**src/design/blm_pkg.sv**
```systemverilog
// ----------------------------------------------------------------------------
// blm_pkg
// Shared widths, constants, codes and types of the backlight level mapper.
// ----------------------------------------------------------------------------
package blm_pkg;

	localparam int LEVEL_W    = 9;
	localparam int PWM_W      = 12;
	localparam int SLOPE_W    = 16;
	localparam int OFFSET_W   = 8;
	localparam int PROD_W     = OFFSET_W + SLOPE_W;
	localparam int HIGH_W     = 8;
	localparam int LOW_W      = 4;
	localparam int KIND_W     = 2;
	localparam int CMD_W      = 2;
	localparam int Q_SHIFT    = 10;
	localparam int CFG_INDEX_W = 3;
	localparam int CFG_DATA_W = 16;

	localparam int LEVEL_MAX     = 255;
	localparam int LEVEL_DEFAULT = 125;
	localparam int LEVEL_MIN     = 2;

	localparam int QUEUE_DEPTH = 2;

	localparam logic [PWM_W-1:0]   OUTDOOR_PWM_RST   = 12'd3976;
	localparam logic [PWM_W-1:0]   DEFAULT_PWM_RST   = 12'd1200;
	localparam logic [PWM_W-1:0]   MINIMUM_PWM_RST   = 12'd32;
	localparam logic [SLOPE_W-1:0] UPPER_SLOPE_RST   = 16'd15998;
	localparam logic [SLOPE_W-1:0] LOWER_SLOPE_RST   = 16'd9723;
	localparam logic [LEVEL_W-1:0] DIMMING_TH_RST    = 9'd14;
	localparam logic [LEVEL_W-1:0] CABC_TH_RST       = 9'd60;

	typedef enum logic [KIND_W-1:0] {
		KIND_LEVEL     = 2'd0,
		KIND_BOOST     = 2'd1,
		KIND_PANEL_OFF = 2'd2,
		KIND_SPARE     = 2'd3
	} kind_t;

	typedef enum logic [CMD_W-1:0] {
		CMD_NONE = 2'd0,
		CMD_ON   = 2'd1,
		CMD_OFF  = 2'd2
	} cmd_t;

	typedef enum logic [1:0] {
		SEG_ZERO    = 2'd0,
		SEG_LOWER   = 2'd1,
		SEG_UPPER   = 2'd2,
		SEG_OUTDOOR = 2'd3
	} seg_t;

	typedef enum logic [CFG_INDEX_W-1:0] {
		CFG_OUTDOOR_PWM = 3'd0,
		CFG_DEFAULT_PWM = 3'd1,
		CFG_MINIMUM_PWM = 3'd2,
		CFG_UPPER_SLOPE = 3'd3,
		CFG_LOWER_SLOPE = 3'd4,
		CFG_DIMMING_TH  = 3'd5,
		CFG_CABC_TH     = 3'd6
	} cfg_index_t;

	typedef struct packed {
		logic [PWM_W-1:0]   outdoor_pwm;
		logic [PWM_W-1:0]   default_pwm;
		logic [PWM_W-1:0]   minimum_pwm;
		logic [SLOPE_W-1:0] upper_slope;
		logic [SLOPE_W-1:0] lower_slope;
		logic [LEVEL_W-1:0] dimming_th;
		logic [LEVEL_W-1:0] cabc_th;
	} cfg_t;

	typedef struct packed {
		seg_t                segment;
		logic [OFFSET_W-1:0] offset;
		logic                dimming_on;
		logic                cabc_on;
		logic                hook_armed;
		cmd_t                cmd;
	} entry_t;

endpackage

```
**src/design/blm_if.sv**
```systemverilog
// ----------------------------------------------------------------------------
// blm_in_if / blm_out_if
// Valid/ready channels for input items and result items.
// ----------------------------------------------------------------------------
interface blm_in_if;
	logic                         valid;
	logic                         ready;
	logic [blm_pkg::KIND_W-1:0]   kind;
	logic [blm_pkg::LEVEL_W-1:0]  brightness_level;
	logic                         display_on_pending;
	logic                         boost_enable;

	modport source (output valid, kind, brightness_level, display_on_pending, boost_enable,
		input ready);
	modport sink (input valid, kind, brightness_level, display_on_pending, boost_enable,
		output ready);
endinterface

interface blm_out_if;
	logic                        valid;
	logic                        ready;
	logic [blm_pkg::HIGH_W-1:0]  pwm_code_high;
	logic [blm_pkg::LOW_W-1:0]   pwm_code_low;
	logic                        dimming_on;
	logic                        cabc_on;
	logic                        boost_hook_armed;
	logic [blm_pkg::CMD_W-1:0]   boost_command;

	modport source (output valid, pwm_code_high, pwm_code_low, dimming_on, cabc_on,
		boost_hook_armed, boost_command, input ready);
	modport sink (input valid, pwm_code_high, pwm_code_low, dimming_on, cabc_on,
		boost_hook_armed, boost_command, output ready);
endinterface

```
**src/design/backlight_level_to_pwm_mapper.sv**
```systemverilog
// ----------------------------------------------------------------------------
// backlight_level_to_pwm_mapper
// Maps backlight levels to 12-bit PWM codes and drives boost early-off control.
// ----------------------------------------------------------------------------
// Takes one transaction per clock while the result channel is not stalled,
// and returns one result per transaction, in order. The front part updates
// the boost state in the cycle a transaction is accepted and classifies the
// level; a queue of QUEUE_DEPTH entries follows, then a two-stage back part
// (one 8x16 slope multiply, then the base add and output register). A result
// passes through the queue, the multiply stage and the output register.
// Configuration is to be written only while idle (not enforced by the block).
module backlight_level_to_pwm_mapper #(
	parameter int QUEUE_DEPTH = blm_pkg::QUEUE_DEPTH
) (
	input  logic                             clk,
	input  logic                             arst_n,
	blm_in_if.sink                           item,
	blm_out_if.source                        result,
	input  logic                             cfg_wr_en,
	input  logic [blm_pkg::CFG_INDEX_W-1:0]  cfg_index,
	input  logic [blm_pkg::CFG_DATA_W-1:0]   cfg_data
);

	blm_pkg::cfg_t   cfg;
	logic            push_valid;
	logic            push_ready;
	blm_pkg::entry_t push_data;
	logic            pop_valid;
	logic            pop_ready;
	blm_pkg::entry_t pop_data;

	blm_cfg u_cfg (
		.clk       (clk),
		.arst_n    (arst_n),
		.cfg_wr_en (cfg_wr_en),
		.cfg_index (cfg_index),
		.cfg_data  (cfg_data),
		.cfg       (cfg)
	);

	blm_front u_front (
		.clk        (clk),
		.arst_n     (arst_n),
		.item       (item),
		.cfg        (cfg),
		.push_valid (push_valid),
		.push_ready (push_ready),
		.push_data  (push_data)
	);

	blm_queue #(
		.DEPTH (QUEUE_DEPTH)
	) u_queue (
		.clk        (clk),
		.arst_n     (arst_n),
		.push_valid (push_valid),
		.push_ready (push_ready),
		.push_data  (push_data),
		.pop_valid  (pop_valid),
		.pop_ready  (pop_ready),
		.pop_data   (pop_data)
	);

	blm_back u_back (
		.clk       (clk),
		.arst_n    (arst_n),
		.cfg       (cfg),
		.pop_valid (pop_valid),
		.pop_ready (pop_ready),
		.pop_data  (pop_data),
		.result    (result)
	);

endmodule

```
**src/design/blm_cfg.sv**
```systemverilog
// ----------------------------------------------------------------------------
// blm_cfg
// Configuration register file, written through a plain write port.
// ----------------------------------------------------------------------------
module blm_cfg (
	input  logic                             clk,
	input  logic                             arst_n,
	input  logic                             cfg_wr_en,
	input  logic [blm_pkg::CFG_INDEX_W-1:0]  cfg_index,
	input  logic [blm_pkg::CFG_DATA_W-1:0]   cfg_data,
	output blm_pkg::cfg_t                    cfg
);

	blm_pkg::cfg_t cfg_q;

	always_ff @(posedge clk or negedge arst_n) begin
		if (!arst_n) begin
			cfg_q.outdoor_pwm <= blm_pkg::OUTDOOR_PWM_RST;
			cfg_q.default_pwm <= blm_pkg::DEFAULT_PWM_RST;
			cfg_q.minimum_pwm <= blm_pkg::MINIMUM_PWM_RST;
			cfg_q.upper_slope <= blm_pkg::UPPER_SLOPE_RST;
			cfg_q.lower_slope <= blm_pkg::LOWER_SLOPE_RST;
			cfg_q.dimming_th  <= blm_pkg::DIMMING_TH_RST;
			cfg_q.cabc_th     <= blm_pkg::CABC_TH_RST;
		end else if (cfg_wr_en) begin
			unique case (blm_pkg::cfg_index_t'(cfg_index))
				blm_pkg::CFG_OUTDOOR_PWM: cfg_q.outdoor_pwm <= cfg_data[blm_pkg::PWM_W-1:0];
				blm_pkg::CFG_DEFAULT_PWM: cfg_q.default_pwm <= cfg_data[blm_pkg::PWM_W-1:0];
				blm_pkg::CFG_MINIMUM_PWM: cfg_q.minimum_pwm <= cfg_data[blm_pkg::PWM_W-1:0];
				blm_pkg::CFG_UPPER_SLOPE: cfg_q.upper_slope <= cfg_data[blm_pkg::SLOPE_W-1:0];
				blm_pkg::CFG_LOWER_SLOPE: cfg_q.lower_slope <= cfg_data[blm_pkg::SLOPE_W-1:0];
				blm_pkg::CFG_DIMMING_TH:  cfg_q.dimming_th  <= cfg_data[blm_pkg::LEVEL_W-1:0];
				blm_pkg::CFG_CABC_TH:     cfg_q.cabc_th     <= cfg_data[blm_pkg::LEVEL_W-1:0];
				default: ;
			endcase
		end
	end

	assign cfg = cfg_q;

endmodule

```
**src/design/blm_front.sv**
```systemverilog
// ----------------------------------------------------------------------------
// blm_front
// Accepts transactions, keeps the boost early-off state and classifies each
// level into a segment with its offset for the back part.
// ----------------------------------------------------------------------------
module blm_front (
	input  logic                 clk,
	input  logic                 arst_n,
	blm_in_if.sink               item,
	input  blm_pkg::cfg_t        cfg,
	output logic                 push_valid,
	input  logic                 push_ready,
	output blm_pkg::entry_t      push_data
);

	logic [blm_pkg::LEVEL_W-1:0] prev_level_q;
	logic                        boost_off_q;
	logic                        hook_armed_q;

	logic [blm_pkg::LEVEL_W-1:0] prev_level_d;
	logic                        boost_off_d;
	logic                        hook_armed_d;
	logic                        accept;
	logic [blm_pkg::LEVEL_W-1:0] level;
	blm_pkg::entry_t             entry;

	assign item.ready = push_ready;
	assign push_valid = item.valid;
	assign accept     = item.valid && push_ready;
	assign level      = item.brightness_level;

	always_comb begin
		prev_level_d     = prev_level_q;
		boost_off_d      = boost_off_q;
		hook_armed_d     = hook_armed_q;
		entry            = '0;
		entry.segment    = blm_pkg::SEG_ZERO;
		entry.cmd        = blm_pkg::CMD_NONE;
		unique case (blm_pkg::kind_t'(item.kind))
			blm_pkg::KIND_LEVEL: begin
				if (level > blm_pkg::LEVEL_W'(blm_pkg::LEVEL_MAX)) begin
					entry.segment = blm_pkg::SEG_OUTDOOR;
				end else if (level > blm_pkg::LEVEL_W'(blm_pkg::LEVEL_DEFAULT)) begin
					entry.segment = blm_pkg::SEG_UPPER;
					entry.offset  = blm_pkg::OFFSET_W'(level -
						blm_pkg::LEVEL_W'(blm_pkg::LEVEL_DEFAULT));
				end else if (level >= blm_pkg::LEVEL_W'(blm_pkg::LEVEL_MIN)) begin
					// level 2 lands on the lower segment with a zero offset
					entry.segment = blm_pkg::SEG_LOWER;
					entry.offset  = blm_pkg::OFFSET_W'(level -
						blm_pkg::LEVEL_W'(blm_pkg::LEVEL_MIN));
				end
				entry.dimming_on = level > cfg.dimming_th;
				entry.cabc_on    = level > cfg.cabc_th;
				if (level == '0 && !item.display_on_pending) begin
					hook_armed_d = prev_level_q != '0;
				end
				if (level != '0 && prev_level_q == '0 && boost_off_q && hook_armed_d) begin
					boost_off_d = 1'b0;
					entry.cmd   = blm_pkg::CMD_ON;
				end
				prev_level_d = level;
			end
			blm_pkg::KIND_BOOST: begin
				boost_off_d = !item.boost_enable;
				entry.cmd   = item.boost_enable ? blm_pkg::CMD_ON : blm_pkg::CMD_OFF;
			end
			blm_pkg::KIND_PANEL_OFF: begin
				prev_level_d = '0;
				boost_off_d  = 1'b0;
			end
			default: ;
		endcase
		entry.hook_armed = hook_armed_d;
	end

	always_ff @(posedge clk or negedge arst_n) begin
		if (!arst_n) begin
			prev_level_q <= '0;
			boost_off_q  <= 1'b0;
			hook_armed_q <= 1'b1;
		end else if (accept) begin
			prev_level_q <= prev_level_d;
			boost_off_q  <= boost_off_d;
			hook_armed_q <= hook_armed_d;
		end
	end

	assign push_data = entry;

endmodule

```
**src/design/blm_queue.sv**
```systemverilog
// ----------------------------------------------------------------------------
// blm_queue
// Short first-in first-out queue between the front and the back part.
// ----------------------------------------------------------------------------
module blm_queue #(
	parameter int DEPTH = blm_pkg::QUEUE_DEPTH
) (
	input  logic            clk,
	input  logic            arst_n,
	input  logic            push_valid,
	output logic            push_ready,
	input  blm_pkg::entry_t push_data,
	output logic            pop_valid,
	input  logic            pop_ready,
	output blm_pkg::entry_t pop_data
);

	localparam int PTR_W = (DEPTH > 1) ? $clog2(DEPTH) : 1;
	localparam int CNT_W = $clog2(DEPTH + 1);

	blm_pkg::entry_t  mem_q [DEPTH];
	logic [PTR_W-1:0] wr_ptr_q;
	logic [PTR_W-1:0] rd_ptr_q;
	logic [CNT_W-1:0] count_q;
	logic             push;
	logic             pop;

	assign push_ready = count_q != CNT_W'(DEPTH);
	assign pop_valid  = count_q != '0;
	assign push       = push_valid && push_ready;
	assign pop        = pop_valid && pop_ready;
	assign pop_data   = mem_q[rd_ptr_q];

	always_ff @(posedge clk) begin
		if (push) begin
			mem_q[wr_ptr_q] <= push_data;
		end
	end

	always_ff @(posedge clk or negedge arst_n) begin
		if (!arst_n) begin
			wr_ptr_q <= '0;
			rd_ptr_q <= '0;
			count_q  <= '0;
		end else begin
			if (push) begin
				wr_ptr_q <= (wr_ptr_q == PTR_W'(DEPTH - 1)) ? '0 : wr_ptr_q + 1'b1;
			end
			if (pop) begin
				rd_ptr_q <= (rd_ptr_q == PTR_W'(DEPTH - 1)) ? '0 : rd_ptr_q + 1'b1;
			end
			if (push && !pop) begin
				count_q <= count_q + 1'b1;
			end else if (pop && !push) begin
				count_q <= count_q - 1'b1;
			end
		end
	end

endmodule

```
**src/design/blm_back.sv**
```systemverilog
// ----------------------------------------------------------------------------
// blm_back
// Computes the PWM code from the classified entry: slope multiply in the
// first stage, base add and result formatting in the output stage.
// ----------------------------------------------------------------------------
module blm_back (
	input  logic            clk,
	input  logic            arst_n,
	input  blm_pkg::cfg_t   cfg,
	input  logic            pop_valid,
	output logic            pop_ready,
	input  blm_pkg::entry_t pop_data,
	blm_out_if.source       result
);

	logic                       valid_s1;
	blm_pkg::entry_t            entry_s1;
	logic [blm_pkg::PROD_W-1:0] prod_s1;

	logic                       valid_s2;
	logic [blm_pkg::PWM_W-1:0]  code_s2;
	logic                       dimming_s2;
	logic                       cabc_s2;
	logic                       hook_s2;
	blm_pkg::cmd_t              cmd_s2;

	logic                        adv_s2;
	logic                        adv_s1;
	logic [blm_pkg::SLOPE_W-1:0] slope;
	logic [blm_pkg::PWM_W-1:0]   base;
	logic [blm_pkg::PWM_W-1:0]   code;

	assign adv_s2    = !valid_s2 || result.ready;
	assign adv_s1    = !valid_s1 || adv_s2;
	assign pop_ready = adv_s1;

	assign slope = (pop_data.segment == blm_pkg::SEG_UPPER) ? cfg.upper_slope
		: cfg.lower_slope;

	always_comb begin
		unique case (entry_s1.segment)
			blm_pkg::SEG_ZERO:    base = '0;
			blm_pkg::SEG_LOWER:   base = cfg.minimum_pwm;
			blm_pkg::SEG_UPPER:   base = cfg.default_pwm;
			blm_pkg::SEG_OUTDOOR: base = cfg.outdoor_pwm;
			default:              base = '0;
		endcase
	end

	assign code = prod_s1[blm_pkg::Q_SHIFT +: blm_pkg::PWM_W] + base;

	always_ff @(posedge clk) begin
		if (adv_s1 && pop_valid) begin
			entry_s1 <= pop_data;
			prod_s1  <= blm_pkg::PROD_W'(pop_data.offset * slope);
		end
		if (adv_s2 && valid_s1) begin
			code_s2    <= code;
			dimming_s2 <= entry_s1.dimming_on;
			cabc_s2    <= entry_s1.cabc_on;
			hook_s2    <= entry_s1.hook_armed;
			cmd_s2     <= entry_s1.cmd;
		end
	end

	always_ff @(posedge clk or negedge arst_n) begin
		if (!arst_n) begin
			valid_s1 <= 1'b0;
			valid_s2 <= 1'b0;
		end else begin
			if (adv_s1) begin
				valid_s1 <= pop_valid;
			end
			if (adv_s2) begin
				valid_s2 <= valid_s1;
			end
		end
	end

	assign result.valid            = valid_s2;
	assign result.pwm_code_high    = code_s2[blm_pkg::LOW_W +: blm_pkg::HIGH_W];
	assign result.pwm_code_low     = code_s2[blm_pkg::LOW_W-1:0];
	assign result.dimming_on       = dimming_s2;
	assign result.cabc_on          = cabc_s2;
	assign result.boost_hook_armed = hook_s2;
	assign result.boost_command    = cmd_s2;

endmodule

```
**src/flat_wrapper.sv**
```systemverilog
// flat-port wrapper written by rule: the top's interface ports become plain ports
module backlight_level_to_pwm_mapper_flat 
#(
	parameter int QUEUE_DEPTH = blm_pkg::QUEUE_DEPTH
)
  (clk, arst_n, cfg_wr_en, cfg_index, cfg_data, item_valid, item_kind, item_brightness_level, item_display_on_pending, item_boost_enable, item_ready, result_valid, result_pwm_code_high, result_pwm_code_low, result_dimming_on, result_cabc_on, result_boost_hook_armed, result_boost_command, result_ready);
  blm_in_if item_i ();
  blm_out_if result_i ();
  input  logic clk;
  input  logic arst_n;
  input  logic cfg_wr_en;
  input  logic [blm_pkg::CFG_INDEX_W-1:0] cfg_index;
  input  logic [blm_pkg::CFG_DATA_W-1:0] cfg_data;
  input wire logic [$bits(item_i.valid)-1:0] item_valid;
  input wire logic [$bits(item_i.kind)-1:0] item_kind;
  input wire logic [$bits(item_i.brightness_level)-1:0] item_brightness_level;
  input wire logic [$bits(item_i.display_on_pending)-1:0] item_display_on_pending;
  input wire logic [$bits(item_i.boost_enable)-1:0] item_boost_enable;
  output wire logic [$bits(item_i.ready)-1:0] item_ready;
  output wire logic [$bits(result_i.valid)-1:0] result_valid;
  output wire logic [$bits(result_i.pwm_code_high)-1:0] result_pwm_code_high;
  output wire logic [$bits(result_i.pwm_code_low)-1:0] result_pwm_code_low;
  output wire logic [$bits(result_i.dimming_on)-1:0] result_dimming_on;
  output wire logic [$bits(result_i.cabc_on)-1:0] result_cabc_on;
  output wire logic [$bits(result_i.boost_hook_armed)-1:0] result_boost_hook_armed;
  output wire logic [$bits(result_i.boost_command)-1:0] result_boost_command;
  input wire logic [$bits(result_i.ready)-1:0] result_ready;
  assign item_i.valid = item_valid;
  assign item_i.kind = item_kind;
  assign item_i.brightness_level = item_brightness_level;
  assign item_i.display_on_pending = item_display_on_pending;
  assign item_i.boost_enable = item_boost_enable;
  assign item_ready = item_i.ready;
  assign result_valid = result_i.valid;
  assign result_pwm_code_high = result_i.pwm_code_high;
  assign result_pwm_code_low = result_i.pwm_code_low;
  assign result_dimming_on = result_i.dimming_on;
  assign result_cabc_on = result_i.cabc_on;
  assign result_boost_hook_armed = result_i.boost_hook_armed;
  assign result_boost_command = result_i.boost_command;
  assign result_i.ready = result_ready;
  backlight_level_to_pwm_mapper #(.QUEUE_DEPTH(QUEUE_DEPTH)) u_core (.clk(clk), .arst_n(arst_n), .item(item_i), .result(result_i), .cfg_wr_en(cfg_wr_en), .cfg_index(cfg_index), .cfg_data(cfg_data));
endmodule
```
**config.mk**
```make
export PLATFORM = sky130hd
export DESIGN_NAME = backlight_level_to_pwm_mapper_flat
export DESIGN_NICKNAME = d
export VERILOG_FILES = /design/src/design/blm_pkg.sv /design/src/design/blm_if.sv /design/src/design/backlight_level_to_pwm_mapper.sv /design/src/design/blm_cfg.sv /design/src/design/blm_front.sv /design/src/design/blm_queue.sv /design/src/design/blm_back.sv /design/src/flat_wrapper.sv
export SDC_FILE = /design/constraint.sdc
export NUM_CORES = 1
export LEC_CHECK = 0
export BUFFER_PORTS_ARGS = -buffer_cell sky130_fd_sc_hd__buf_2
export CORE_MARGIN = 5
export CORE_UTILIZATION = 40
export CTS_BUF_LIST = sky130_fd_sc_hd__clkbuf_8
export CTS_CLUSTER_DIAMETER = 80
export DETAILED_ROUTE_END_ITERATION = 7
export PLACE_DENSITY_LB_ADDON = 0.05
export SYNTH_ARGS = -nofsm -noshare
export SYNTH_HDL_FRONTEND = slang
export SYNTH_SLANG_ARGS = --single-unit
```
**constraint.sdc**
```tcl
create_clock -name clk -period 8.1 [get_ports clk]
set_input_delay 0.81 -clock clk [delete_from_list [all_inputs] [get_ports clk]]
set_output_delay 0.81 -clock clk [all_outputs]
set_load 0.005 [all_outputs]
```
==> impl_results.md <==
- RSZ-0062 raised after global routing: no
- Worst-case reg-to-reg path depth: 18
- Initial Utilization: 0.4055
- I/O pin count: 56
- RD Place Congestion: 0.8006
- CP arrival: 6630 ps
- Critical path class: reg2reg
- Ys async rst share: 0.6095
- Fin crit period: 6389 ps
- CTS Hold Bufs: 0
- Largest net degree at the start of global routing: 59
- Highest clock rate: 156.5 MHz
- Final setup violation count: 0
- DRT antenna net count: 0
- Crit end category: flop
- Critical path fanouts, max: 13
- Clk_lat worst skew: 480 ps
- Max Cap Viol: 0
- Total Routing Usage GR: 0.1731
- R2R Path Start: u_core.u_queue.rd_ptr_q
- Post-synth top flop: edfxtp_1
- Core area: 0.02870 mm2
- Synthesis Warnings: 0
- R2R setup slack: 1710 ps
- DR vias: 7570
- Crit path from: u_core.u_queue.rd_ptr_q
- Synthesis-to-finish area growth: 10.22%
- Antenna diodes: 0
- Die Ht: 180.6 um
- Post-detail-place hpwl: 20.10 mm
- Mean Syn Cell Area: 11.37 um2
- Post-synthesis cell type count: 62
- Post-synth EDFFs: 66
- Drt wl/cell: 18.38 um
- WL final: 27.17 mm
- CTS sink count: 169
- Post-CTS Setup Repair Bufs: 0
- CP Launch Type: flop
- Cell Area, Synth: 0.01164 mm2
- Status: finished, final reports clean
- Vias/cell: 5.122
- Worst Path Required: 8340 ps
- Overflow after GRT: 0
- First-pass GRT wire length: 44.60 mm
- TritonCTS clock tree: yes
- Total CTS buffers: 17
- DP Area: 0.01240 mm2
- Post-cts resize count: 0
- Period utilization: 0.7888
- Setup TNS Final: 0 ps
- RR Endpoint: u_core.u_back.prod_s1[19]
- Seq/Total Area, Yosys: 0.3960
- Die Wd: 180.6 um
- Max clock buf depth: 2
- Net Count, Synth: 1219
- Drt initial violations: 369
- Fillers: 2787
- Clk slew on worst S/H paths: 120 ps
- DRC errors left: 0
- Row count: 62
- Slew Limit Fails: 0
- Initial antenna violation count: 0
- Share of cells above drive strength 1: 0.2523
- Clock Tree Root: clkbuf_8
- Storage cell area: 0.004609 mm2
- Min-Delay Path Class: in2async
- Final Hold Viols: 0
- Die area: 0.03261 mm2
- Footprint of the multi-input gates: 0.006521 mm2
- Worst-Margin Slew: 1122 ps
- Vias in the first global route: 7968
- First-pass DRT Iterations: 5
- Slew headroom: 0.2303
- Worst clock skew: 30.15 ps
- IO buf count: 55
- Seq cells post-synth: 169
- Nets: 1276
- Cells after synthesis: 1024
- H-tree levels: 4
- Fin area: 0.01283 mm2
- CP Capture Point: u_core.u_back.prod_s1[19]
- Hold slack: 391.3 ps
==> worst min path at each step <==
stage                                                 end  cells after the start  slack (ps)                       from
finish                     u_core.u_front.prev_level_q[3]                      1         390                     arst_n
global route               u_core.u_front.prev_level_q[3]                      1         420                     arst_n
CTS                        u_core.u_front.prev_level_q[3]                      1         380                     arst_n
detailed placement           u_core.u_back.result.cabc_on                      0         410  u_core.u_back.entry_s1[3]
global placement    u_core.u_back.result.boost_command[0]                      0         410  u_core.u_back.entry_s1[0]
floorplan           u_core.u_back.result.boost_command[0]                      0         400  u_core.u_back.entry_s1[0]
==> flip-flops by register name (all words and copies together) (netlist names), 2 cells and up <==
| name | cells |
|---|---|
| u_core.u_back.entry_s1 | 7 |
| u_core.u_queue.mem_q | 30 |
| u_core.u_cfg.cfg | 86 |
| u_core.u_front.prev_level_q | 9 |
| u_core.u_queue.count_q | 2 |
| u_core.u_back.code_s2 | 12 |
| u_core.u_back.result.boost_command | 2 |
| u_core.u_back.prod_s1 | 12 |
==> cells in the final DEF, fill, tap and decap left out, drive strengths merged, types with 40 or more instances in the layout <==
cell    synthesis  routed
nor2          117     117
nand2          47      47
mux2          112     112
inv           109     117
ha             75      75
dfstp          40      40
fa             83      83
dfrtp          63      63
edfxtp         66      66
buf             5      68
==> Yosys cell counts, drive strengths merged, types with 2 or more instances <==
master / instances / share of area
a21boi: 4 / 0.0029
a22oi: 3 / 0.0019
nand4b: 3 / 0.0023
a22o: 11 / 0.0083
nand2: 47 / 0.015
dfstp: 40 / 0.090
ha: 75 / 0.081
and2: 6 / 0.0032
o31ai: 4 / 0.0026
o21ai: 27 / 0.012
nor3: 11 / 0.0047
nand2b: 26 / 0.014
nand3: 11 / 0.0047
mux2: 112 / 0.11
dfrtp: 63 / 0.14
or4: 2 / 0.0013
nor3b: 3 / 0.0019
nor4: 3 / 0.0021
edfxtp: 66 / 0.17
mux2i: 22 / 0.019
or2: 11 / 0.0059
o211ai: 5 / 0.0032
o21a: 10 / 0.0065
inv: 109 / 0.035
a31oi: 2 / 0.0011
fa: 83 / 0.14
a211oi: 12 / 0.0077
o41ai: 2 / 0.0015
xnor2: 22 / 0.017
a311oi: 2 / 0.0030
a21o: 14 / 0.0090
and3: 4 / 0.0021
a21oi: 23 / 0.010
clkbuf: 25 / 0.0081
nor2: 117 / 0.038
nand4: 2 / 0.0011
xor2: 9 / 0.0068
buf: 5 / 0.0027
nor2b: 15 / 0.0081
nand3b: 2 / 0.0013
==> worst max-delay path: stages, from the launching register on <==
cell and delay [ps]:
dfrtp_1 450, or3b_1 430, and2_1 420, mux2i_1 870
nor2_1 140, fa_1 520, fa_1 530, fa_1 560
inv_1 60, fa_1 530, inv_1 40, ha_1 340
a21o_1 180, a21o_1 170, a21o_1 210, a211oi_1 280
o21ai_2 120, a31oi_1 220, xnor2_1 80
==> kinds of logic after synthesis <==
logic type      Yosys count  share of synthesized area
xor+xnor                 31                    0.02333
compound gates          127                    0.07601
buf+inv                 139                    0.04590
simple gates            266                     0.1077
mux                     134                     0.1276
flops                   169                     0.3960
fa+ha+maj               158                     0.2234
==> stage by stage <==
step / worst slack, ps / instances / utilization
2_1_floorplan: 2440 / 1024 / -
3_3_place_gp: 1743 / 1446 / 0.4319
3_5_place_dp: 1713 / 1446 / 0.4319
4_1_cts: 1727 / 1478 / 0.4469
5_1_grt: 1354 / 1478 / 0.4469
6_report: 1711 / 1478 / 0.4469
==> metal layers <==
metal	global-route usage	vias to the layer above	part of all wire
met1	0.2530	3850	0.50
li1	-	3600	-
met2	0.2815	104	0.47
met4	0.03025	0	0.0072
met5	0	-	0
met3	0.02220	16	0.023
==> layout make-up <==
class | count | share of cell area
Tap cell | 384 | 0.03745
Multi-Input combinational cell | 716 | 0.5083
Sequential cell | 169 | 0.3593
Clock inverter | 15 | 0.01551
Timing Repair Buffer | 68 | 0.02926
Clock buffer | 17 | 0.01824
Inverter | 109 | 0.03189
Power is left out: the tool's default activity adds up to more than one toggle a clock period on the data nets, which glitch-free logic cannot reach.
